===== src/hw/rtl/lsh_pkg.sv =====
// ----------------------------------------------------------------------------
// lsh_pkg
// Shared types and constants of the 3x3 Laplacian sharpening filter: pixel
// and result items, configuration bundle, column item between the line
// store stage and the window stage, and register indexes.
// ----------------------------------------------------------------------------
package lsh_pkg;

    // Field widths fixed by the item formats
    localparam int CHAN_W   = 8;
    localparam int NUM_CHAN = 4;
    localparam int FW_W     = 12;   // frame_width register
    localparam int FH_W     = 16;   // frame_height register
    localparam int COL_W    = 12;   // column counter, holds up to frame_width - 1
    localparam int ROW_W    = 16;
    localparam int OCOL_W   = 11;   // reported column index
    localparam int ADDR_W   = 4;
    localparam int DATA_W   = 32;

    // Register reset values
    localparam logic [FW_W-1:0] FRAME_WIDTH_RST  = 12'd640;
    localparam logic [FH_W-1:0] FRAME_HEIGHT_RST = 16'd480;

    // Register indexes (byte address / 4)
    typedef enum logic [1:0] {
        REG_FRAME_WIDTH  = 2'd0,
        REG_FRAME_HEIGHT = 2'd1,
        REG_ALPHA_ENABLE = 2'd2
    } reg_idx_t;

    // Lane 0 blue, 1 green, 2 red, 3 alpha
    typedef logic [NUM_CHAN-1:0][CHAN_W-1:0] pixel_t;

    typedef struct packed {
        logic [CHAN_W-1:0] in_blue;
        logic [CHAN_W-1:0] in_green;
        logic [CHAN_W-1:0] in_red;
        logic [CHAN_W-1:0] in_alpha;
    } pixel_item_t;

    typedef struct packed {
        logic [CHAN_W-1:0] out_blue;
        logic [CHAN_W-1:0] out_green;
        logic [CHAN_W-1:0] out_red;
        logic [CHAN_W-1:0] out_alpha;
        logic [ROW_W-1:0]  out_row;
        logic [OCOL_W-1:0] out_col;
        logic              last_of_run;
        logic              frame_done;
    } result_item_t;

    typedef struct packed {
        logic [FW_W-1:0] frame_width;
        logic [FH_W-1:0] frame_height;
        logic            alpha_enable;
    } cfg_t;

    // One new window column with the position of the pixel that brought it
    typedef struct packed {
        pixel_t           top;
        pixel_t           mid;
        pixel_t           cur;
        logic [ROW_W-1:0] row;
        logic [COL_W-1:0] col;
        logic             row_end;
        logic             last_row;
    } col_item_t;

endpackage


===== src/hw/rtl/lsh_window.sv =====
// ----------------------------------------------------------------------------
// lsh_window
// 3x3 window, the list of results still owed for the latest column, the
// sharpening kernel and the output register. One result leaves per cycle
// while the output is free; a new column enters as the last owed one leaves.
// ----------------------------------------------------------------------------
module lsh_window (
    input  logic                   clk,
    input  logic                   rst_n,
    input  lsh_pkg::cfg_t          cfg,
    input  logic                   col_valid,
    output logic                   col_ready,
    input  lsh_pkg::col_item_t     col_item,
    output logic                   result_valid,
    input  logic                   result_ready,
    output lsh_pkg::result_item_t  result
);

    // result kinds, also the bit order of the owed-result mask
    typedef enum logic [1:0] {
        KIND_ABOVE_LEFT  = 2'd0,
        KIND_ABOVE_EDGE  = 2'd1,
        KIND_BOTTOM_LEFT = 2'd2,
        KIND_BOTTOM_EDGE = 2'd3
    } kind_t;

    lsh_pkg::pixel_t           win_reg [3][3];
    logic [3:0]                pend_reg, pend_next, pend_clr, pend_new;
    logic [lsh_pkg::ROW_W-1:0] row_reg;
    logic [lsh_pkg::COL_W-1:0] col_reg;
    logic                      out_valid_reg;
    lsh_pkg::result_item_t     out_data_reg, out_data_next;

    logic                      out_free, emit, load;
    kind_t                     kind;
    logic [1:0]                rsel [3];
    logic [1:0]                csel [3];
    lsh_pkg::pixel_t           col_in [3];
    logic [8:0][7:0]           taps [4];
    logic [7:0]                lane_res [4];

    // one channel: 9 * centre minus the eight neighbours, clamped
    function automatic logic [7:0] sharpen(input logic [8:0][7:0] p);
        logic [11:0]       total;
        logic [11:0]       c10;
        logic signed [13:0] v;
        total = '0;
        for (int i = 0; i < 9; i++)
            total = total + 12'(p[i]);
        c10 = {1'b0, p[4], 3'b000} + {3'b000, p[4], 1'b0};
        v = $signed({2'b00, c10}) - $signed({2'b00, total});
        if (v < 0)
            sharpen = 8'd0;
        else if (v > 14'sd255)
            sharpen = 8'd255;
        else
            sharpen = v[7:0];
    endfunction

    // handshake
    assign out_free  = !out_valid_reg || result_ready;
    assign emit      = (pend_reg != '0) && out_free;
    assign pend_clr  = pend_reg & (pend_reg - 1'b1);
    assign col_ready = (pend_reg == '0) || (emit && (pend_clr == '0));
    assign load      = col_valid && col_ready;

    // results owed by the incoming column
    assign pend_new[KIND_ABOVE_LEFT]  = (col_item.row != '0) && (col_item.col != '0);
    assign pend_new[KIND_ABOVE_EDGE]  = (col_item.row != '0) && col_item.row_end;
    assign pend_new[KIND_BOTTOM_LEFT] = col_item.last_row && (col_item.col != '0);
    assign pend_new[KIND_BOTTOM_EDGE] = col_item.last_row && col_item.row_end;

    always_comb
    begin
        if (load)
            pend_next = pend_new;
        else if (emit)
            pend_next = pend_clr;
        else
            pend_next = pend_reg;
    end

    always_ff @(posedge clk or negedge rst_n)
    begin
        if (!rst_n)
            pend_reg <= '0;
        else
            pend_reg <= pend_next;
    end

    // window shift, left border replicated
    assign col_in[0] = col_item.top;
    assign col_in[1] = col_item.mid;
    assign col_in[2] = col_item.cur;

    always_ff @(posedge clk or negedge rst_n)
    begin
        if (!rst_n)
        begin
            for (int r = 0; r < 3; r++)
                for (int c = 0; c < 3; c++)
                    win_reg[r][c] <= '0;
        end
        else if (load)
        begin
            for (int r = 0; r < 3; r++)
            begin
                if (col_item.col == '0)
                begin
                    win_reg[r][0] <= col_in[r];
                    win_reg[r][1] <= col_in[r];
                end
                else
                begin
                    win_reg[r][0] <= win_reg[r][1];
                    win_reg[r][1] <= win_reg[r][2];
                end
                win_reg[r][2] <= col_in[r];
            end
        end
    end

    always_ff @(posedge clk)
    begin
        if (load)
        begin
            row_reg <= col_item.row;
            col_reg <= col_item.col;
        end
    end

    // first owed result
    always_comb
    begin
        if (pend_reg[KIND_ABOVE_LEFT])
            kind = KIND_ABOVE_LEFT;
        else if (pend_reg[KIND_ABOVE_EDGE])
            kind = KIND_ABOVE_EDGE;
        else if (pend_reg[KIND_BOTTOM_LEFT])
            kind = KIND_BOTTOM_LEFT;
        else
            kind = KIND_BOTTOM_EDGE;
    end

    // bottom rows replicate the last row, right edge replicates the last column
    always_comb
    begin
        for (int i = 0; i < 3; i++)
        begin
            rsel[i] = kind[1] ? ((i == 0) ? 2'd1 : 2'd2) : 2'(i);
            csel[i] = kind[0] ? ((i == 0) ? 2'd1 : 2'd2) : 2'(i);
        end
        for (int l = 0; l < 4; l++)
        begin
            for (int i = 0; i < 3; i++)
                for (int j = 0; j < 3; j++)
                    taps[l][i*3+j] = win_reg[rsel[i]][csel[j]][l];
            lane_res[l] = sharpen(taps[l]);
        end
    end

    always_comb
    begin
        out_data_next.out_blue    = lane_res[0];
        out_data_next.out_green   = lane_res[1];
        out_data_next.out_red     = lane_res[2];
        out_data_next.out_alpha   = cfg.alpha_enable ? lane_res[3] : 8'd0;
        out_data_next.out_row     = kind[1] ? row_reg : row_reg - 1'b1;
        out_data_next.out_col     = kind[0] ? col_reg[lsh_pkg::OCOL_W-1:0]
                                            : col_reg[lsh_pkg::OCOL_W-1:0] - 1'b1;
        out_data_next.last_of_run = (pend_clr == '0);
        out_data_next.frame_done  = (kind == KIND_BOTTOM_EDGE);
    end

    // output register
    always_ff @(posedge clk or negedge rst_n)
    begin
        if (!rst_n)
            out_valid_reg <= 1'b0;
        else if (emit)
            out_valid_reg <= 1'b1;
        else if (result_ready)
            out_valid_reg <= 1'b0;
    end

    always_ff @(posedge clk)
    begin
        if (emit)
            out_data_reg <= out_data_next;
    end

    assign result_valid = out_valid_reg;
    assign result       = out_data_reg;

`ifndef NO_ASSERTIONS
    // a column only enters when at most one owed result is left
    a_load_drained: assert property (@(posedge clk) disable iff (!rst_n)
        load |-> ($countones(pend_reg) <= 1))
        else $error("column entered with results still owed");

    // a stalled output freezes the owed results
    a_stall_holds: assert property (@(posedge clk) disable iff (!rst_n)
        (pend_reg != '0 && out_valid_reg && !result_ready) |=> $stable(pend_reg))
        else $error("owed results changed under output stall");

    // the bottom-right pixel always closes its run
    a_done_last: assert property (@(posedge clk) disable iff (!rst_n)
        (out_valid_reg && out_data_reg.frame_done) |-> out_data_reg.last_of_run)
        else $error("frame_done without last_of_run");
`endif

endmodule


===== config.mk =====
export PLATFORM = sky130hd
export DESIGN_NAME = lsh_window
export DESIGN_NICKNAME = d
export VERILOG_FILES = /design/src/hw/rtl/lsh_pkg.sv /design/src/hw/rtl/lsh_window.sv
export SDC_FILE = /design/constraint.sdc
export NUM_CORES = 2
export LEC_CHECK = 0
export BUFFER_PORTS_ARGS = -buffer_cell sky130_fd_sc_hd__buf_2
export CORE_MARGIN = 2
export CORE_UTILIZATION = 36
export CTS_CLUSTER_SIZE = 8
export DETAILED_ROUTE_END_ITERATION = 16
export GPL_TIMING_DRIVEN = 0
export PLACE_DENSITY_LB_ADDON = 0.1
export SYNTH_ARGS = -nofsm -noshare
export SYNTH_HDL_FRONTEND = slang
export SYNTH_SLANG_ARGS = --single-unit

===== constraint.sdc =====
create_clock -name clk -period 11.62 [get_ports clk]
set_input_delay 2.324 -clock clk [delete_from_list [all_inputs] [get_ports clk]]
set_output_delay 2.324 -clock clk [all_outputs]
set_load 0.02 [all_outputs]

Word-level counts from Yosys, hierarchy flattened
Cells that the tools add are included.

word-level totals
  input bits = 159
  output and inout port bits = 63
  bits in registers = 381
  word-level logic and storage cells = 173

cells by class
  reductions and logical operators = 19
  order comparisons = 12
  $add $sub $neg = 43
  equality and inequality tests = 1
  bitwise gates (word level) = 6
  multiplexer cells = 44

operators with widths
  kind                   number
  $bmux 32 s2            6
  $bmux 96 s2            2
  $mux 32                12
  $mux 96                4
  $add 12x8->12          19
  $mux 64                3
  $gt 13x9->1 const B    4
  $lt 13x1->1 const B    4
  $sub 12x12->13         4
  $add 11x9->12          4
  $add 11x8->12          3
  $add 8x8->9            4
  $add 10x8->11          3
  $mux 8                 4
  $add 9x8->10           3
  $mux 16                1
  $reduce_bool 16->1     1
  $sub 16x1->16 const B  1
  $ge 3x3->1 const B     4
  $logic_not 12->1       1
  $reduce_bool 12->1     1
  $mux 11                1
  $sub 11x1->11 const B  1
  $logic_not 4->1        2
  other kinds (15)       33

Depth between registers and ports, before layout
  depth in word-level cells = 22
  depth in mapped cells = 35
  gate-level depth less buffers = 32

Least setup slack after synthesis
No wires, ideal clock.

  kind = reg-to-reg
  start = register pend_reg[1]
  end = register out_data_reg, in the netlist result[29] (data pin)
  clock period less this slack = 7604 ps
  data required time = 11330 ps
  cell stages (with the launch flop) = 35
  arrival = 7314 ps
  slack = 4016 ps
  cells stage by stage = dfrtp_1 -> buf_4 -> or2_2 -> clkbuf_1 -> buf_2 -> buf_4 -> buf_2 -> mux2i_1 -> mux2i_1 -> ha_1 -> inv_1 -> fa_1 -> inv_1 -> a21oi_1 -> o21ai_0 -> a21o_1 -> a21o_1 -> xor2_1 -> fa_1 -> inv_1 -> fa_1 -> fa_1 -> inv_1 -> ha_1 -> xor2_1 -> fa_1 -> inv_1 -> ha_1 -> o21a_1 -> o21ai_0 -> nand2b_1 -> a41oi_1 -> nor2b_1 -> o31ai_1 -> a21oi_1

between the ends
  longest elaborated chain between the ends = 21
  elaborated cells on any way between the ends = 48
  classes of those cells = add/sub (10); order compare (2); mux (31); bitwise (4); reduce/logical (1)

ends and longest elaborated chain
  what                                               RTL line                            text
  start: declaration                                 lsh_window.sv:28                    logic [3:0] pend_reg, pend_next, pend_clr, pend_new;
  start signal: assignment                           lsh_window.sv:88                    pend_reg <= pend_next;
  $mux 2 (*)                                         lsh_window.sv:137                   else if (pend_reg[KIND_ABOVE_EDGE])
  $mux 2 (*)                                         lsh_window.sv:135                   if (pend_reg[KIND_ABOVE_LEFT])
  $mux 1                                             lsh_window.sv:150                   rsel[i] = kind[1] ? ((i == 0) ? 2'd1 : 2'd2) : 2'(i);
  $not 1->3 (implied by the code)                    lsh_window.sv:157                   taps[l][i*3+j] = win_reg[rsel[i]][csel[j]][l];
  $bmux 96 s2                                        lsh_window.sv:157
  $mux 96 (implied by the code) (2 in a row)         lsh_window.sv:157
  $bmux 32 s2                                        lsh_window.sv:157
  $mux 32 (2 in a row)                               --
  $add 8x8->9                                        lsh_window.sv:49                    total = total + 12'(p[i]);
  $add 12x8->12 (7 in a row)                         lsh_window.sv:49
  $sub 12x12->13 (*)                                 lsh_window.sv:51                    v = $signed({2'b00, c10}) - $signed({2'b00, total});
  $gt 13x9->1 / $lt 13x1->1 (equally long branches)  lsh_window.sv:54, lsh_window.sv:52
  $mux 8 / $reduce_or 2->1 (equally long branches)   --
  end signal: assignment                             lsh_window.sv:189                   out_data_reg <= out_data_next;
  end: declaration                                   lsh_window.sv:32                    lsh_pkg::result_item_t out_data_reg, out_data_next;

Mark *: on every way between the ends. The rest lies on a longest branch, timed or not. The select of a mux whose other input is x is not followed.
A chain may end at the register's enable or synchronous reset.

Worst setup path in the final report
  start = register pend_reg[1]
  end = register out_data_reg, in the netlist result[33] (data pin)

The elaborated chain is that of the path after synthesis.

==> metrics.cfg <==
[clocking]
cts_htree_levels = 2
cts_buffers = 55
cts_hold_buf = 0
post_cts_buffers = 0
clock-sinks = 381
clk_path_buf_depth = 3
clkSlewWorstSetupHoldPaths_ns = 0.05
post_cts_resize_count = 0
clock_latency_ns = 0.64
cts_tree = yes
root_buffer = clkbuf_16

[global_route]
grt_pass1_wl_um = 181000
track_usage_pct = 29.6
grt_pass1_vias = 25622
grt_max_degree = 109
antenna_found_initial = 7
grt.overflow.total = 0

[sta]
setup_viol = 0
relSlewSlack_pct = -3.83
fmax_ghz = 0.0942
fin_crit_ns = 10.61
slew_viol_final = 24
worst_pin_slew_ns = 1.56
fin_skew_ns = 0.0348
tns_ns = 0
finalHoldViolCount = 0
period_share_pct = 91.3
rsz0062_at_grt = no

[critical_path]
reg2reg_to = result[33]
crit_fanout = 10
crit_required_ns = 11.96
cpMaxStageDelayCell = clkbuf_1
max_stage_delay_ns = 1.04
r2r_cells = 31
cp.arrival_ns = 10.95
r2r-start = pend_reg[1]
crit_type = flip-flop to flip-flop
critical_path.startpoint = pend_reg[1]
worst_setup_path_end_kind = flip-flop
endpoint = result[33]
crit_top_cell = fa_1
crit_path_start_kind = flip-flop
r2r_slack_ns = 1.01

[detailed_routing]
route.detailed.drc = 0
finalWirelength_um = 125000
vias_per_cell = 5.49
drtIter0Drc = 2713
wire_per_inst_um = 26.4
wl_met2_um = 55700
routed-via-count = 25944
firstDrtPassIters = 6
top_layer_used = met5
ant_nets = 0
routedLengthMet1_um = 53600
dr_wl_met3_um = 10300

[cells_and_area]
area_growth_pct = 13.6
final_nets = 4165
largest_reg_flops = 288
final_cells = 4729
nFillCells = 8368
finish.utilization_pct = 41.5
drive_gt1_share_pct = 9.57

[yosys]
ys_types = 63
synth_edf_count = 88
synthArstFlopShare_pct = 76.9
syn-cell-area_sq_um = 29500
ys_seq_area_share_pct = 33.8
syn_nets = 3909
syn-mean-instance-area_sq_um = 8.70
ys_ff_latch = 381
syn_inst = 3389
ys_warn_count = 0
synth-main-ff-cell = dfrtp_1

[die]
die-area_sq_um = 84200
die_h_um = 290
dieWidth_um = 290
start_util_pct = 36.5
num_io_pins = 222
core-area_sq_um = 80800
rows = 104

[run_status]
violations = max-capacitance violations, max-slew violations
status = complete, but fails checks

[flow_run]
maxCapViolCount = 2

[place]
gp_congestion = 0.924
dpl.hpwl_um = 90600
place_inst = 4648
port_buffers = 193

[worst_hold_path]
hp-class = flip-flop to flip-flop

[cell usage after synthesis (8+ instances only)]
| cell type | number | share of area (%) |
|---|---|---|
| clkbuf_1 | 102 | 1.3 |
| fa_1 | 265 | 18 |
| a22oi_1 | 11 | 0.28 |
| a21o_1 | 23 | 0.59 |
| dfrtp_1 | 293 | 25 |
| or2_1 | 18 | 0.38 |
| xnor2_1 | 35 | 1.0 |
| mux2i_1 | 106 | 3.6 |
| nor2_1 | 177 | 2.3 |
| nand2_1 | 795 | 10 |
| a21oi_1 | 348 | 5.9 |
| ha_1 | 96 | 4.1 |
| inv_1 | 357 | 4.5 |
| nand3_1 | 12 | 0.20 |
| xor2_1 | 37 | 1.1 |
| a221oi_1 | 18 | 0.53 |
| buf_1 | 19 | 0.24 |
| nor3_1 | 8 | 0.14 |
| o21ai_1 | 55 | 0.93 |
| and2_1 | 101 | 2.1 |
| nor4_1 | 15 | 0.32 |
| o21ai_0 | 222 | 3.8 |
| a221o_1 | 27 | 0.92 |
| edfxtp_1 | 88 | 9.0 |
| buf_2 | 54 | 0.92 |
| nand2b_1 | 9 | 0.19 |
[how the worst min path moves through the flow]
stage              endpoint  slack (ns)  cells past startpoint         start
3_5_place_dp   win_reg[281]        0.47                      2  win_reg[281]
3_3_place_gp   win_reg[275]        0.46                      2  win_reg[275]
5_1_grt        win_reg[275]        0.50                      2  win_reg[275]
2_1_floorplan  win_reg[275]        0.44                      2  win_reg[275]
4_1_cts        win_reg[281]        0.48                      2  win_reg[281]
6_report       win_reg[275]        0.48                      2  win_reg[275]
[routing by layer]
layer | up-vias | GRT usage, %
met5 | - | 0
met4 | 8 | 11.5
met3 | 267 | 5.08
met2 | 1216 | 46.1
met1 | 12910 | 41.2
li1 | 11543 | -
[logic make-up (layout without fill, tap and decap cells)]
kind of cell               Yosys count  in the layout  share of synthesized area [%]
and+or+nand+nor                   1171           1171                           16.6
AOI/OAI and AO/OA                  752            752                           14.3
buffers and inverters              540            818                           7.19
DFF                                381            381                           33.8
adders and majority gates          365            365                           22.2
muxes                              108            108                           3.67
xor gates and xnor gates            72             72                           2.14
other                                0              2                              0
[per-stage QoR]
step	worst slack, ns	cell area [sq um]	hold slack [ns]
2_1_floorplan	4.02	29500	0.444
3_3_place_gp	1.17	31800	0.464
3_5_place_dp	1.26	31900	0.471
4_1_cts	1.17	33500	0.482
5_1_grt	0.363	33500	0.504
6_report	1.01	33500	0.481
[final cells by class]
cell class / instances / area (sq um) / area share [%]
Buffer: 182 / 777 / 2.32
Timing Repair Buffer: 199 / 1100 / 3.27
Sequential cell: 381 / 9970 / 29.8
Tap cell: 1060 / 1330 / 3.96
Antenna cell: 2 / 5.00 / 0.0149
Clock buffer: 76 / 1510 / 4.49
Clock inverter: 3 / 58.8 / 0.176
Inverter: 358 / 1340 / 4.01
Multi-Input combinational cell: 2468 / 17400 / 52.0
[layout by cell type (no fill, tap or decap), drive strengths merged, types with 11 or more instances in the layout]
master  count
a21o       24
a21oi     350
a221o      27
a221oi     18
a22oi      11
and2      101
buf       279
clkbuf    178
dfrtp     293
edfxtp     88
fa        265
ha         96
inv       360
mux2i     106
nand2     795
nand3      12
nor2      178
nor4       18
o21ai     277
or2        25
xnor2      35
xor2       37
[critical path, delay by kind of cell, from the launching register on]
family          cells  cell delay, ns
fa+ha+maj           8            3.47
mux                 1            0.28
compound gates      9            2.32
simple gates        4            0.53
flops               1            0.39
buf+inv             7            2.84
xor+xnor            2            0.48
Power is left out: the tool's default activity adds up to more than one toggle a clock period on the data nets, which glitch-free logic cannot reach.
