[src/hw/rtl/lsh_pkg.sv]
// ----------------------------------------------------------------------------
// lsh_pkg
// Shared types and constants of the 3x3 Laplacian sharpening filter: pixel
// and result items, configuration bundle, column item between the line
// store stage and the window stage, and register indexes.
// ----------------------------------------------------------------------------
package lsh_pkg;

    // Field widths fixed by the item formats
    localparam int CHAN_W   = 8;
    localparam int NUM_CHAN = 4;
    localparam int FW_W     = 12;   // frame_width register
    localparam int FH_W     = 16;   // frame_height register
    localparam int COL_W    = 12;   // column counter, holds up to frame_width - 1
    localparam int ROW_W    = 16;
    localparam int OCOL_W   = 11;   // reported column index
    localparam int ADDR_W   = 4;
    localparam int DATA_W   = 32;

    // Register reset values
    localparam logic [FW_W-1:0] FRAME_WIDTH_RST  = 12'd640;
    localparam logic [FH_W-1:0] FRAME_HEIGHT_RST = 16'd480;

    // Register indexes (byte address / 4)
    typedef enum logic [1:0] {
        REG_FRAME_WIDTH  = 2'd0,
        REG_FRAME_HEIGHT = 2'd1,
        REG_ALPHA_ENABLE = 2'd2
    } reg_idx_t;

    // Lane 0 blue, 1 green, 2 red, 3 alpha
    typedef logic [NUM_CHAN-1:0][CHAN_W-1:0] pixel_t;

    typedef struct packed {
        logic [CHAN_W-1:0] in_blue;
        logic [CHAN_W-1:0] in_green;
        logic [CHAN_W-1:0] in_red;
        logic [CHAN_W-1:0] in_alpha;
    } pixel_item_t;

    typedef struct packed {
        logic [CHAN_W-1:0] out_blue;
        logic [CHAN_W-1:0] out_green;
        logic [CHAN_W-1:0] out_red;
        logic [CHAN_W-1:0] out_alpha;
        logic [ROW_W-1:0]  out_row;
        logic [OCOL_W-1:0] out_col;
        logic              last_of_run;
        logic              frame_done;
    } result_item_t;

    typedef struct packed {
        logic [FW_W-1:0] frame_width;
        logic [FH_W-1:0] frame_height;
        logic            alpha_enable;
    } cfg_t;

    // One new window column with the position of the pixel that brought it
    typedef struct packed {
        pixel_t           top;
        pixel_t           mid;
        pixel_t           cur;
        logic [ROW_W-1:0] row;
        logic [COL_W-1:0] col;
        logic             row_end;
        logic             last_row;
    } col_item_t;

endpackage

[src/hw/rtl/lsh_regs.sv]
// ----------------------------------------------------------------------------
// lsh_regs
// APB-style configuration registers: frame width, frame height and the
// alpha enable. Zero wait states, reads return the stored values.
// ----------------------------------------------------------------------------
module lsh_regs (
    input  logic                        clk,
    input  logic                        rst_n,
    input  logic                        psel,
    input  logic                        penable,
    input  logic                        pwrite,
    input  logic [lsh_pkg::ADDR_W-1:0]  paddr,
    input  logic [lsh_pkg::DATA_W-1:0]  pwdata,
    output logic [lsh_pkg::DATA_W-1:0]  prdata,
    output logic                        pready,
    output lsh_pkg::cfg_t               cfg
);

    lsh_pkg::cfg_t     cfg_reg;
    lsh_pkg::reg_idx_t reg_idx;
    logic              wr_en;

    assign pready  = 1'b1;
    assign reg_idx = lsh_pkg::reg_idx_t'(paddr[3:2]);
    assign wr_en   = psel && penable && pwrite && pready;
    assign cfg     = cfg_reg;

    // register write
    always_ff @(posedge clk or negedge rst_n)
    begin
        if (!rst_n)
        begin
            cfg_reg.frame_width  <= lsh_pkg::FRAME_WIDTH_RST;
            cfg_reg.frame_height <= lsh_pkg::FRAME_HEIGHT_RST;
            cfg_reg.alpha_enable <= 1'b0;
        end
        else if (wr_en)
        begin
            case (reg_idx)
                lsh_pkg::REG_FRAME_WIDTH:
                    cfg_reg.frame_width <= pwdata[lsh_pkg::FW_W-1:0];
                lsh_pkg::REG_FRAME_HEIGHT:
                    cfg_reg.frame_height <= pwdata[lsh_pkg::FH_W-1:0];
                lsh_pkg::REG_ALPHA_ENABLE:
                    cfg_reg.alpha_enable <= pwdata[0];
                default:
                begin
                end
            endcase
        end
    end

    // read mux
    always_comb
    begin
        case (reg_idx)
            lsh_pkg::REG_FRAME_WIDTH:
                prdata = {{(lsh_pkg::DATA_W-lsh_pkg::FW_W){1'b0}}, cfg_reg.frame_width};
            lsh_pkg::REG_FRAME_HEIGHT:
                prdata = {{(lsh_pkg::DATA_W-lsh_pkg::FH_W){1'b0}}, cfg_reg.frame_height};
            lsh_pkg::REG_ALPHA_ENABLE:
                prdata = {{(lsh_pkg::DATA_W-1){1'b0}}, cfg_reg.alpha_enable};
            default:
                prdata = '0;
        endcase
    end

endmodule

[config.mk]
export PLATFORM = sky130hd
export DESIGN_NAME = lsh_regs
export DESIGN_NICKNAME = d
export VERILOG_FILES = /design/src/hw/rtl/lsh_pkg.sv /design/src/hw/rtl/lsh_regs.sv
export SDC_FILE = /design/constraint.sdc
export NUM_CORES = 1
export LEC_CHECK = 0
export BUFFER_PORTS_ARGS = -buffer_cell sky130_fd_sc_hd__buf_4
export CORE_ASPECT_RATIO = 2
export CORE_MARGIN = 3
export CORE_UTILIZATION = 41
export DETAILED_ROUTE_END_ITERATION = 12
export PLACE_DENSITY = 0.76
export SETUP_SLACK_MARGIN = 0.3
export SYNTH_ARGS = -nofsm -noshare
export SYNTH_HDL_FRONTEND = slang
export SYNTH_SLANG_ARGS = --single-unit
export TNS_END_PERCENT = 100
[constraint.sdc]
create_clock -name clk -period 1.1 [get_ports clk]
set_clock_uncertainty 0.05 [all_clocks]
set_input_delay 0.11 -clock clk [delete_from_list [all_inputs] [get_ports clk]]
set_output_delay 0.11 -clock clk [all_outputs]
set_load 0.05 [all_outputs]
* Word level (Yosys, flattened, before mapping) *
Cells that the tools add are included.

operators by class
  eq/ne operators = 2
  bitwise operators = 0
  order comparisons = 0
  shift-type cells = 0
  multiply operators = 0
  muxes and demuxes = 1
  add/sub/neg operators = 0
  div/mod/pow operators = 0
  reductions and logical operators = 6

operator list
  kind                                                 count
  case mux 16 bit (3 select lines)                     1
  AND reduction 2 bit                                  3
  equality test 2 x 1 -> 1 bit, second input constant  1
  equality test 2 bit, second input constant           1
  logical AND 1 bit                                    2
  logical NOT 2 bit                                    1

word-level totals
  memory bits (writable) = 0
  latch bits = 0
  bits in read-only memories = 0
  output and inout bits = 62
  memories = 0
  register bits after elaboration = 29
  word-level logic and storage cells = 12

* Logic depth before layout (Yosys ltp) *
Gate-level depths: netlist (run 1).

  depth in word-level cells = 3
  mapped depth = 4
  gate-level depth less buffers = 3

* Least setup slack after synthesis (run 1) *
OpenSTA, ideal clock, no wires.

  kind = reg-to-output
  start point = register cfg_reg, in the netlist cfg[1]
  end point = output prdata[0] in the netlist's numbering
  slack = -0.919 ns
  data arrival time = 1.859 ns
  stages on the path, launching flop included = 3
  required time = 0.940 ns
  cell sequence = dfrtp_1 -> mux2i_1 -> o21ai_0

between the ends
  cells in the longest elaborated chain, start to end = 1

ends and longest elaborated chain
  item                              line            RTL
  start, declared                   lsh_regs.sv:19  lsh_pkg::cfg_t cfg_reg;
  case mux 16 bit (3 select lines)  lsh_regs.sv:56  case (reg_idx)
  end, declared                     lsh_regs.sv:14  output logic [lsh_pkg::DATA_W-1:0] prdata,

Every way passes these cells.

* Worst setup path after layout (run 1) *
  start point = register cfg_reg, in the netlist cfg[8]
  end point = output prdata[7] in the netlist's numbering

Same word-level chain as after synthesis.

==> report_table.html, run 1 <==
<table>
<tr><th>Metric</th><th>Value</th></tr>
<tr><th colspan="2">Logic synthesis</th></tr>
<tr><td>Synth cell types</td><td>19</td></tr>
<tr><td>Biggest area contributors in the synthesized netlist</td><td>sky130_fd_sc_hd__dfrtp_1 38%, sky130_fd_sc_hd__mux2_2 14%, sky130_fd_sc_hd__dfstp_2 10%, sky130_fd_sc_hd__mux2_4 9.8%, sky130_fd_sc_hd__buf_4 9.3%</td></tr>
<tr><td>Mapped Avg Cell Area</td><td>13.1 sq um</td></tr>
<tr><td>Async set-or-reset flop fraction in the synthesized netlist</td><td>100%</td></tr>
<tr><td>Seq/Total Area, Yosys</td><td>47.8%</td></tr>
<tr><td>Instance count of the mapped netlist</td><td>117</td></tr>
<tr><td>Share of Yosys cell area claimed by the top area cell type</td><td>37.6%</td></tr>
<tr><td>Dominant synthesized flop cell</td><td>sky130_fd_sc_hd__dfrtp_1</td></tr>
<tr><td>Post-synthesis sequential element count</td><td>29</td></tr>
<tr><td>Number of flops mapped to enable cells by yosys</td><td>0</td></tr>
<tr><td>Total number of yosys warnings</td><td>0</td></tr>
<tr><td>Leading post-synthesis cells by instance count</td><td>23 x sky130_fd_sc_hd__dfrtp_1, 19 x sky130_fd_sc_hd__buf_4, 19 x sky130_fd_sc_hd__mux2_2, 12 x sky130_fd_sc_hd__mux2i_1, 11 x sky130_fd_sc_hd__nor2_1</td></tr>
<tr><td>Leading cell type by number of instances after synthesis</td><td>sky130_fd_sc_hd__dfrtp_1</td></tr>
<tr><td>Synthesized area</td><td>0.00153 sq mm</td></tr>
<tr><td>Post-synth top area cell</td><td>sky130_fd_sc_hd__dfrtp_1</td></tr>
<tr><th colspan="2">Clocking</th></tr>
<tr><td>Clock tree from TritonCTS</td><td>yes</td></tr>
<tr><td>Clock sink count</td><td>29</td></tr>
<tr><td>Total CTS buffers</td><td>5</td></tr>
<tr><td>Level count of the clock H-tree</td><td>2</td></tr>
<tr><td>Clock transition at path regs</td><td>0.07 ns</td></tr>
<tr><td>Clk_lat worst skew</td><td>0.28 ns</td></tr>
<tr><td>Maximum clock insertion buffer count</td><td>2</td></tr>
<tr><td>Root Driver</td><td>sky130_fd_sc_hd__clkbuf_8</td></tr>
<tr><th colspan="2">Layout</th></tr>
<tr><td>Max FFs per register</td><td>29</td></tr>
<tr><td>Antenna diode instance count</td><td>0</td></tr>
<tr><td>Count of filler cells inserted in the layout</td><td>101</td></tr>
<tr><td># nets final</td><td>272</td></tr>
<tr><td>Layout Area Growth over Synthesis</td><td>112%</td></tr>
<tr><td>Layout cells sized above 1</td><td>90.5%</td></tr>
<tr><td>Final std cells w/o fill</td><td>280</td></tr>
<tr><td>Post-Route Utilization</td><td>93.3%</td></tr>
<tr><th colspan="2">Status</th></tr>
<tr><td>Run status</td><td>finished, violations left</td></tr>
<tr><td>Violations in the final reports</td><td>negative setup slack</td></tr>
<tr><th colspan="2">Route</th></tr>
<tr><td>Average wire per cell in the routed design</td><td>24.7 um</td></tr>
<tr><td>Overall routed net length</td><td>6910 um</td></tr>
<tr><td>Post-DR vias/cell</td><td>4.90</td></tr>
<tr><td>Detailed-router iteration count before antenna repair</td><td>4</td></tr>
<tr><td>Metal3 WL</td><td>256 um</td></tr>
<tr><td>Routed via count</td><td>1373</td></tr>
<tr><td>Routed wire length on met2</td><td>4180 um</td></tr>
<tr><td>Wire length on met1</td><td>2270 um</td></tr>
<tr><td>Residual DRC</td><td>0</td></tr>
<tr><td>Antenna Nets Post-Route</td><td>0</td></tr>
<tr><td>Highest routed layer</td><td>met4</td></tr>
<tr><td>Number of design-rule violations left by the first detailed-router iteration</td><td>27</td></tr>
<tr><th colspan="2">Floorplanning</th></tr>
<tr><td>Core Region</td><td>0.00349 sq mm</td></tr>
<tr><td>Floorplan row count</td><td>30</td></tr>
<tr><td>Die Y-Extent</td><td>92.5 um</td></tr>
<tr><td>I/O pin count</td><td>103</td></tr>
<tr><td>Die extent in x</td><td>49.2 um</td></tr>
<tr><td>Area enclosed by the die boundary</td><td>0.00455 sq mm</td></tr>
<tr><td>Starting density of the core</td><td>43.9%</td></tr>
<tr><th colspan="2">STA</th></tr>
<tr><td>Period Utilization, post-route</td><td>125%</td></tr>
<tr><td>Final setup violation count</td><td>43</td></tr>
<tr><td>Unrepaired setup endpoints after global routing</td><td>true</td></tr>
<tr><td>Number of hold violations in the final report</td><td>0</td></tr>
<tr><td>Worst slack on hold paths</td><td>0.00992 ns</td></tr>
<tr><td>Worst path setup slack after routing</td><td>-0.278 ns</td></tr>
<tr><td>Highest attainable clock frequency</td><td>726 MHz</td></tr>
<tr><td>Time the final worst path needs with I/O delays and setup</td><td>1.38 ns</td></tr>
<tr><td>Slew Limit Fails</td><td>0</td></tr>
<tr><th colspan="2">GRT</th></tr>
<tr><td>Maximum number of pins on one net before global-route repair</td><td>30</td></tr>
<tr><td>First-pass GRT wire length</td><td>8560 um</td></tr>
<tr><td>Antenna violations before repair</td><td>0</td></tr>
<tr><td>Grt ovf</td><td>0</td></tr>
<tr><td>Total routing resource utilization after global routing</td><td>25.2%</td></tr>
<tr><td>Vias in the first global route</td><td>1559</td></tr>
<tr><th colspan="2">Power and ir drop</th></tr>
<tr><td>Reported net switching power</td><td>2930 uW</td></tr>
<tr><td>Cell area power density</td><td>2090 mW/mm^2</td></tr>
<tr><td>Leakage power</td><td>0.00147 uW</td></tr>
<tr><td>Internal power</td><td>3890 uW</td></tr>
<tr><td>Share of power burned in the clock network</td><td>14.8%</td></tr>
<tr><td>Gate power share</td><td>60.0%</td></tr>
<tr><td>Sequential Power Share</td><td>25.2%</td></tr>
<tr><td>Switching fraction of total power</td><td>43.0%</td></tr>
<tr><td>IR drop worst, VDD</td><td>1.57 mV</td></tr>
<tr><th colspan="2">Placement</th></tr>
<tr><td>Placed Cells incl. Taps</td><td>240</td></tr>
<tr><td>Gpl congestion</td><td>0.665</td></tr>
<tr><td>Setup slack at placement</td><td>-0.162 ns</td></tr>
<tr><td>Number of buffer cells added on primary ports</td><td>67</td></tr>
<tr><td>Detail Placement HPWL</td><td>2990 um</td></tr>
<tr><th colspan="2">Job</th></tr>
<tr><td>Number of maximum-capacitance violations</td><td>0</td></tr>
<tr><th colspan="2">Critical path</th></tr>
<tr><td>Endpoint type of the worst setup path</td><td>primary output</td></tr>
<tr><td>Critical path data required time</td><td>0.94 ns</td></tr>
<tr><td>Chain of cells forming the critical path</td><td>mux2i_2, nor2_4, buf_6</td></tr>
<tr><td>Combined buffer and inverter count along the critical path</td><td>1</td></tr>
<tr><td>Cell type of the slowest stage on the worst timing path</td><td>sky130_fd_sc_hd__dfstp_2</td></tr>
<tr><td>Maximum fanout along the worst path</td><td>2</td></tr>
<tr><td>Crit path max-delay family</td><td>flip-flops</td></tr>
<tr><td>Worst path max stage delay</td><td>0.56 ns</td></tr>
<tr><td>Crit Path Class</td><td>reg2out</td></tr>
<tr><td>Crit path arrival time</td><td>1.22 ns</td></tr>
<tr><td>Reg-to-reg slack, setup</td><td>-0.01 ns</td></tr>
<tr><td>Worst setup SP type</td><td>flop</td></tr>
<tr><th colspan="2">Worst hold path</th></tr>
<tr><td>Hold WC Path Type</td><td>in2reg</td></tr>
</table>
final cells by class:
cell class / count / area, sq um / area share, %
Clock buffer: 7 / 96.3 / 2.96
Timing Repair Buffer: 115 / 1360 / 41.7
Clock inverter: 1 / 5.00 / 0.154
Sequential cell: 29 / 758 / 23.3
Tap cell: 48 / 60.1 / 1.84
Multi-Input combinational cell: 80 / 977 / 30.0
placed cells by master, fill, tap and decap left out:
cell	n
sky130_fd_sc_hd__mux2i_2	5
sky130_fd_sc_hd__clkbuf_8	7
sky130_fd_sc_hd__nand3b_1	1
sky130_fd_sc_hd__buf_12	3
sky130_fd_sc_hd__dfstp_2	6
sky130_fd_sc_hd__buf_16	1
sky130_fd_sc_hd__o21ai_4	1
sky130_fd_sc_hd__clkinv_2	1
sky130_fd_sc_hd__buf_6	54
sky130_fd_sc_hd__nor2b_2	1
sky130_fd_sc_hd__conb_1	17
sky130_fd_sc_hd__buf_8	31
sky130_fd_sc_hd__nor3_4	1
sky130_fd_sc_hd__mux2i_4	7
sky130_fd_sc_hd__dlygate4sd3_1	1
sky130_fd_sc_hd__nor2_4	11
sky130_fd_sc_hd__nand3_4	1
sky130_fd_sc_hd__dfrtp_1	3
sky130_fd_sc_hd__nor3b_4	2
sky130_fd_sc_hd__mux2_4	26
sky130_fd_sc_hd__dfrtp_2	20
sky130_fd_sc_hd__mux2_2	3
sky130_fd_sc_hd__buf_4	25
sky130_fd_sc_hd__and2_4	4
worst paths after layout:
kind | depth (start not counted) | endpoint | start
max in group asynchronous | 2 | cfg[8] | rst_n
worst max register to register | 3 | cfg[1] | cfg[1]
worst min register to register | 1 | cfg[16] | cfg[16]
min in group asynchronous | 2 | cfg[22] | rst_n
worst max-delay path | 3 | prdata[7] | cfg[8]
worst min-delay path | 2 | cfg[5] | pwdata[4]
timing repair:
item,4_1_cts,5_1_grt
pin swaps,13,3
setup buffers,23,7
endpoints found under the setup margin,74,74
gates resized for setup,102,39
hold buffers,1,0
gates cloned,1,0
endpoints found under the hold margin,28,0
cells by family (layout without fill, tap and decap cells):
group                  Yosys count  after routing  share of synthesized area (%)
buffers and inverters           23            123                           11.5
flip-flops                      29             29                           47.8
AO/OA/AOI/OAI                    1              1                          0.326
multiplexers                    41             41                           31.6
other                            2             17                          0.490
AND/OR/NAND/NOR                 21             21                           8.25
stage by stage:
step                      area [sq um]  total power (uW)  setup TNS [ns]
after floorplan                   1840              3610           -3.14
after global placement            2330              4330           -2.45
after detailed placement          2330              4380           -3.45
after CTS                         3030              6240           -3.67
after global routing              3260              6980           -5.72
final                             3260              6810           -4.94
routing by layer:
metal / global-route usage [%] / vias up
met5: 0 / -
met4: 12.6 / 0
met3: 4.99 / 16
met2: 45.9 / 51
met1: 26.8 / 715
li1: - / 591
power by group through the flow:
stage | clock, uW | sequential, uW | combinational, uW
2_1_floorplan | 0 | 2500 | 1110
3_3_place_gp | 0 | 1610 | 2720
3_5_place_dp | 0 | 1640 | 2750
4_1_cts | 990 | 1630 | 3620
5_1_grt | 1060 | 1730 | 4180
6_report | 1010 | 1720 | 4090
(Power assumes the default switching activity.)
==> run 2: changes to the inputs <==
Settings changed: MAX_ROUTING_LAYER set to met4.
==> run 2 against run 1 <==
Compared with the run above: the flow still finishes with violations (negative setup slack); die area stayed put; critical path depth stayed put; largest cell class unchanged; worst hold slack worse by 0.0015 ns; power hardly changed; clock-buffer cell count stayed put; cell area stayed put; maximum frequency is 0.24% lower; routed wire length is 0.32% lower.
==> report_table.html, run 2 (synthesis gave the netlist of run 1 again) <==
<table>
<tr><th>Metric</th><th>Value</th></tr>
<tr><th colspan="2">GRT</th></tr>
<tr><td>Grt met2 use</td><td>45.9% (unchanged)</td></tr>
<tr><td>Grt ovf</td><td>0 (unchanged)</td></tr>
<tr><td>First-pass GRT wire length</td><td>8570 um (was 8560 um)</td></tr>
<tr><td>Vias in the first global route</td><td>1560 (was 1559)</td></tr>
<tr><td>Global-route track usage on met3</td><td>4.51% (was 4.99%)</td></tr>
<tr><td>Antenna violations before repair</td><td>0 (unchanged)</td></tr>
<tr><td>Total routing resource utilization after global routing</td><td>25.9% (was 25.2%)</td></tr>
<tr><td>Maximum number of pins on one net before global-route repair</td><td>30 (unchanged)</td></tr>
<tr><td>GR met1 Demand/Resource</td><td>27.1% (was 26.8%)</td></tr>
<tr><td>Global route hottest layer</td><td>met2 (unchanged)</td></tr>
<tr><th colspan="2">Critical path</th></tr>
<tr><td>Crit path arrival time</td><td>1.22 ns (about the same)</td></tr>
<tr><td>Cell type of the slowest stage on the worst timing path</td><td>sky130_fd_sc_hd__dfstp_2 (unchanged)</td></tr>
<tr><td>Worst setup SP type</td><td>flop (unchanged)</td></tr>
<tr><td>Capture instance of the worst register-to-register path</td><td>cfg[1] (unchanged)</td></tr>
<tr><td>Critical register-to-register path startpoint</td><td>cfg[1] (unchanged)</td></tr>
<tr><td>Endpoint type of the worst setup path</td><td>primary output (unchanged)</td></tr>
<tr><td>Crit. Startpoint</td><td>cfg[8] (unchanged)</td></tr>
<tr><td>Crit Path Class</td><td>reg2out (unchanged)</td></tr>
<tr><td>Chain of cells forming the critical path</td><td>mux2i_2, nor2_4, buf_6 (unchanged)</td></tr>
<tr><td>Critical path data required time</td><td>0.94 ns (about the same)</td></tr>
<tr><td>Maximum fanout along the worst path</td><td>2 (unchanged)</td></tr>
<tr><td>Worst path max stage delay</td><td>0.56 ns (about the same)</td></tr>
<tr><td>R2r worst-path depth</td><td>3 (unchanged)</td></tr>
<tr><td>Reg-to-reg slack, setup</td><td>-0.01 ns (about the same)</td></tr>
<tr><th colspan="2">Worst hold path</th></tr>
<tr><td>Hold WC Path Type</td><td>in2reg (unchanged)</td></tr>
<tr><td>Start point of the worst hold path</td><td>pwdata[4] (unchanged)</td></tr>
<tr><td>Worst-case hold path end point</td><td>cfg[5] (unchanged)</td></tr>
<tr><td>Worst Hold Depth</td><td>2 (unchanged)</td></tr>
<tr><th colspan="2">Floorplanning</th></tr>
<tr><td>Die Y-Extent</td><td>92.5 um (unchanged)</td></tr>
<tr><td>Die extent in x</td><td>49.2 um (unchanged)</td></tr>
<tr><td>Core Region</td><td>0.00349 sq mm (unchanged)</td></tr>
<tr><td>Starting density of the core</td><td>43.9% (unchanged)</td></tr>
<tr><td>Area enclosed by the die boundary</td><td>0.00455 sq mm (unchanged)</td></tr>
<tr><td>I/O pin count</td><td>103 (unchanged)</td></tr>
<tr><td>Floorplan row count</td><td>30 (unchanged)</td></tr>
<tr><th colspan="2">Status</th></tr>
<tr><td>Violations in the final reports</td><td>negative setup slack (unchanged)</td></tr>
<tr><td>Run status</td><td>finished, violations left (unchanged)</td></tr>
<tr><th colspan="2">STA</th></tr>
<tr><td>Period Utilization, post-route</td><td>126% (was 125%)</td></tr>
<tr><td>Time the final worst path needs with I/O delays and setup</td><td>1.38 ns (about the same)</td></tr>
<tr><td>Worst path setup slack after routing</td><td>-0.281 ns (was -0.278 ns)</td></tr>
<tr><td>Unrepaired setup endpoints after global routing</td><td>true (unchanged)</td></tr>
<tr><td>Final setup violation count</td><td>44 (was 43)</td></tr>
<tr><td>Total negative slack for setup checks</td><td>-4.95 ns (was -4.94 ns)</td></tr>
<tr><td>Number of hold violations in the final report</td><td>0 (unchanged)</td></tr>
<tr><td>Slew Limit Fails</td><td>0 (unchanged)</td></tr>
<tr><td>Highest attainable clock frequency</td><td>724 MHz (was 726 MHz)</td></tr>
<tr><th colspan="2">Power and ir drop</th></tr>
<tr><td>IR drop worst, VDD</td><td>1.57 mV (about the same)</td></tr>
<tr><td>Leakage power</td><td>0.00147 uW (unchanged)</td></tr>
<tr><td>Final total power</td><td>6810 uW (about the same)</td></tr>
<tr><td>Cell area power density</td><td>2090 mW/mm^2 (about the same)</td></tr>
<tr><th colspan="2">Clocking</th></tr>
<tr><td>Total CTS buffers</td><td>5 (unchanged)</td></tr>
<tr><td>Level count of the clock H-tree</td><td>2 (unchanged)</td></tr>
<tr><td>Clock tree from TritonCTS</td><td>yes (unchanged)</td></tr>
<tr><td>Clock sink count</td><td>29 (unchanged)</td></tr>
<tr><td>Clk_lat worst skew</td><td>0.28 ns (about the same)</td></tr>
<tr><td>Clock transition at path regs</td><td>0.07 ns (about the same)</td></tr>
<tr><td>Root Driver</td><td>sky130_fd_sc_hd__clkbuf_8 (unchanged)</td></tr>
<tr><td>Maximum clock insertion buffer count</td><td>2 (unchanged)</td></tr>
<tr><th colspan="2">Layout</th></tr>
<tr><td>Layout Area Growth over Synthesis</td><td>112% (unchanged)</td></tr>
<tr><td>Commonest cells after routing, fill and taps aside</td><td>54 x sky130_fd_sc_hd__buf_6, 31 x sky130_fd_sc_hd__buf_8, 26 x sky130_fd_sc_hd__mux2_4 (unchanged)</td></tr>
<tr><td># nets final</td><td>272 (unchanged)</td></tr>
<tr><td>Leading cell type in the layout, fill and taps excluded</td><td>sky130_fd_sc_hd__buf_6 (unchanged)</td></tr>
<tr><td>Max FFs per register</td><td>29 (unchanged)</td></tr>
<tr><td>Final std cells w/o fill</td><td>280 (unchanged)</td></tr>
<tr><td>Antenna diode instance count</td><td>0 (unchanged)</td></tr>
<tr><td>Layout cells sized above 1</td><td>90.5% (unchanged)</td></tr>
<tr><td>Post-Route Utilization</td><td>93.3% (unchanged)</td></tr>
<tr><th colspan="2">Placement</th></tr>
<tr><td>Number of buffer cells added on primary ports</td><td>67 (unchanged)</td></tr>
<tr><td>Gpl congestion</td><td>0.671 (was 0.665)</td></tr>
<tr><td>Placed Cells incl. Taps</td><td>240 (unchanged)</td></tr>
<tr><td>Detail Placement HPWL</td><td>2990 um (unchanged)</td></tr>
<tr><th colspan="2">Job</th></tr>
<tr><td>Number of maximum-capacitance violations</td><td>0 (unchanged)</td></tr>
<tr><th colspan="2">Route</th></tr>
<tr><td>Residual DRC</td><td>0 (unchanged)</td></tr>
<tr><td>Number of design-rule violations left by the first detailed-router iteration</td><td>24 (was 27)</td></tr>
<tr><td>Antenna Nets Post-Route</td><td>0 (unchanged)</td></tr>
<tr><td>Average wire per cell in the routed design</td><td>24.6 um (was 24.7 um)</td></tr>
<tr><td>Detailed-router iteration count before antenna repair</td><td>4 (unchanged)</td></tr>
<tr><td>Routed via count</td><td>1376 (was 1373)</td></tr>
<tr><td>Overall routed net length</td><td>6890 um (was 6910 um)</td></tr>
<tr><td>Post-DR vias/cell</td><td>4.91 (was 4.90)</td></tr>
</table>
## run 2: cell counts in the layout (fill, tap and decap cells not counted)
No cell type changed its count.
## run 2: worst max-delay path by stage
stage | depth (start not counted) | slack [ns] | end
global placement | 5 | -0.12 | cfg[3]
global route | 3 | -0.30 | prdata[7]
CTS | 3 | -0.21 | prdata[7]
floorplan | 2 | -0.20 | prdata[5]
finish | 3 | -0.28 | prdata[7]
detailed placement | 5 | -0.16 | cfg[3]
## run 2: critical path: cells and delay by family, from the launching register on
family	cells	cell delay [ns]
flip-flops	1	0.56
buffers and inverters	1	0.17
AND/OR/NAND/NOR	1	0.11
multiplexers	1	0.09
## run 2: per-stage QoR
| step | instance area (sq um) | setup slack (ns) | hold slack, ns |
|---|---|---|---|
| after floorplan | 1840 | -0.195 | -0.236 |
| after global routing | 3260 | -0.303 | 0.00774 |
| after CTS | 3030 | -0.213 | 0.00554 |
| after global placement | 2330 | -0.121 | -0.00116 |
| after detailed placement | 2330 | -0.162 | 0.00659 |
| final | 3260 | -0.281 | 0.00842 |
## run 2: layout make-up
cell class	instances	area, sq um
well taps	48	60.1
repair buffers	115	1360
multi-input cells	80	977
fillers	101	235
clock inverters	1	5.00
flip-flops and latches	29	758
clock buffers	7	96.3
## run 2: metal layers
| layer | vias up | wire length (um) |
|---|---|---|
| met5 | - | 0 |
| met4 | 0 | 230 |
| met3 | 21 | 260 |
| met2 | 60 | 4130 |
| met1 | 704 | 2260 |
| li1 | 591 | - |
## run 2: where the power goes
group | total, uW | leakage [uW] | internal, uW | switching, uW
Combinational | 4080 | 0.00109 | 1930 | 2150
Clock | 1010 | 0.0000542 | 565 | 442
Sequential | 1720 | 0.000322 | 1390 | 329
## run 2: what timing repair did
| action | 4_1_cts | 5_1_grt |
|---|---|---|
| gates resized for setup | 102 | 39 |
| hold endpoints to repair | 28 | 0 |
| pin swaps | 13 | 3 |
| cloned | 1 | 0 |
| hold buffers | 1 | 0 |
| buffers inserted | 23 | 7 |
| setup endpoints to repair | 74 | 74 |
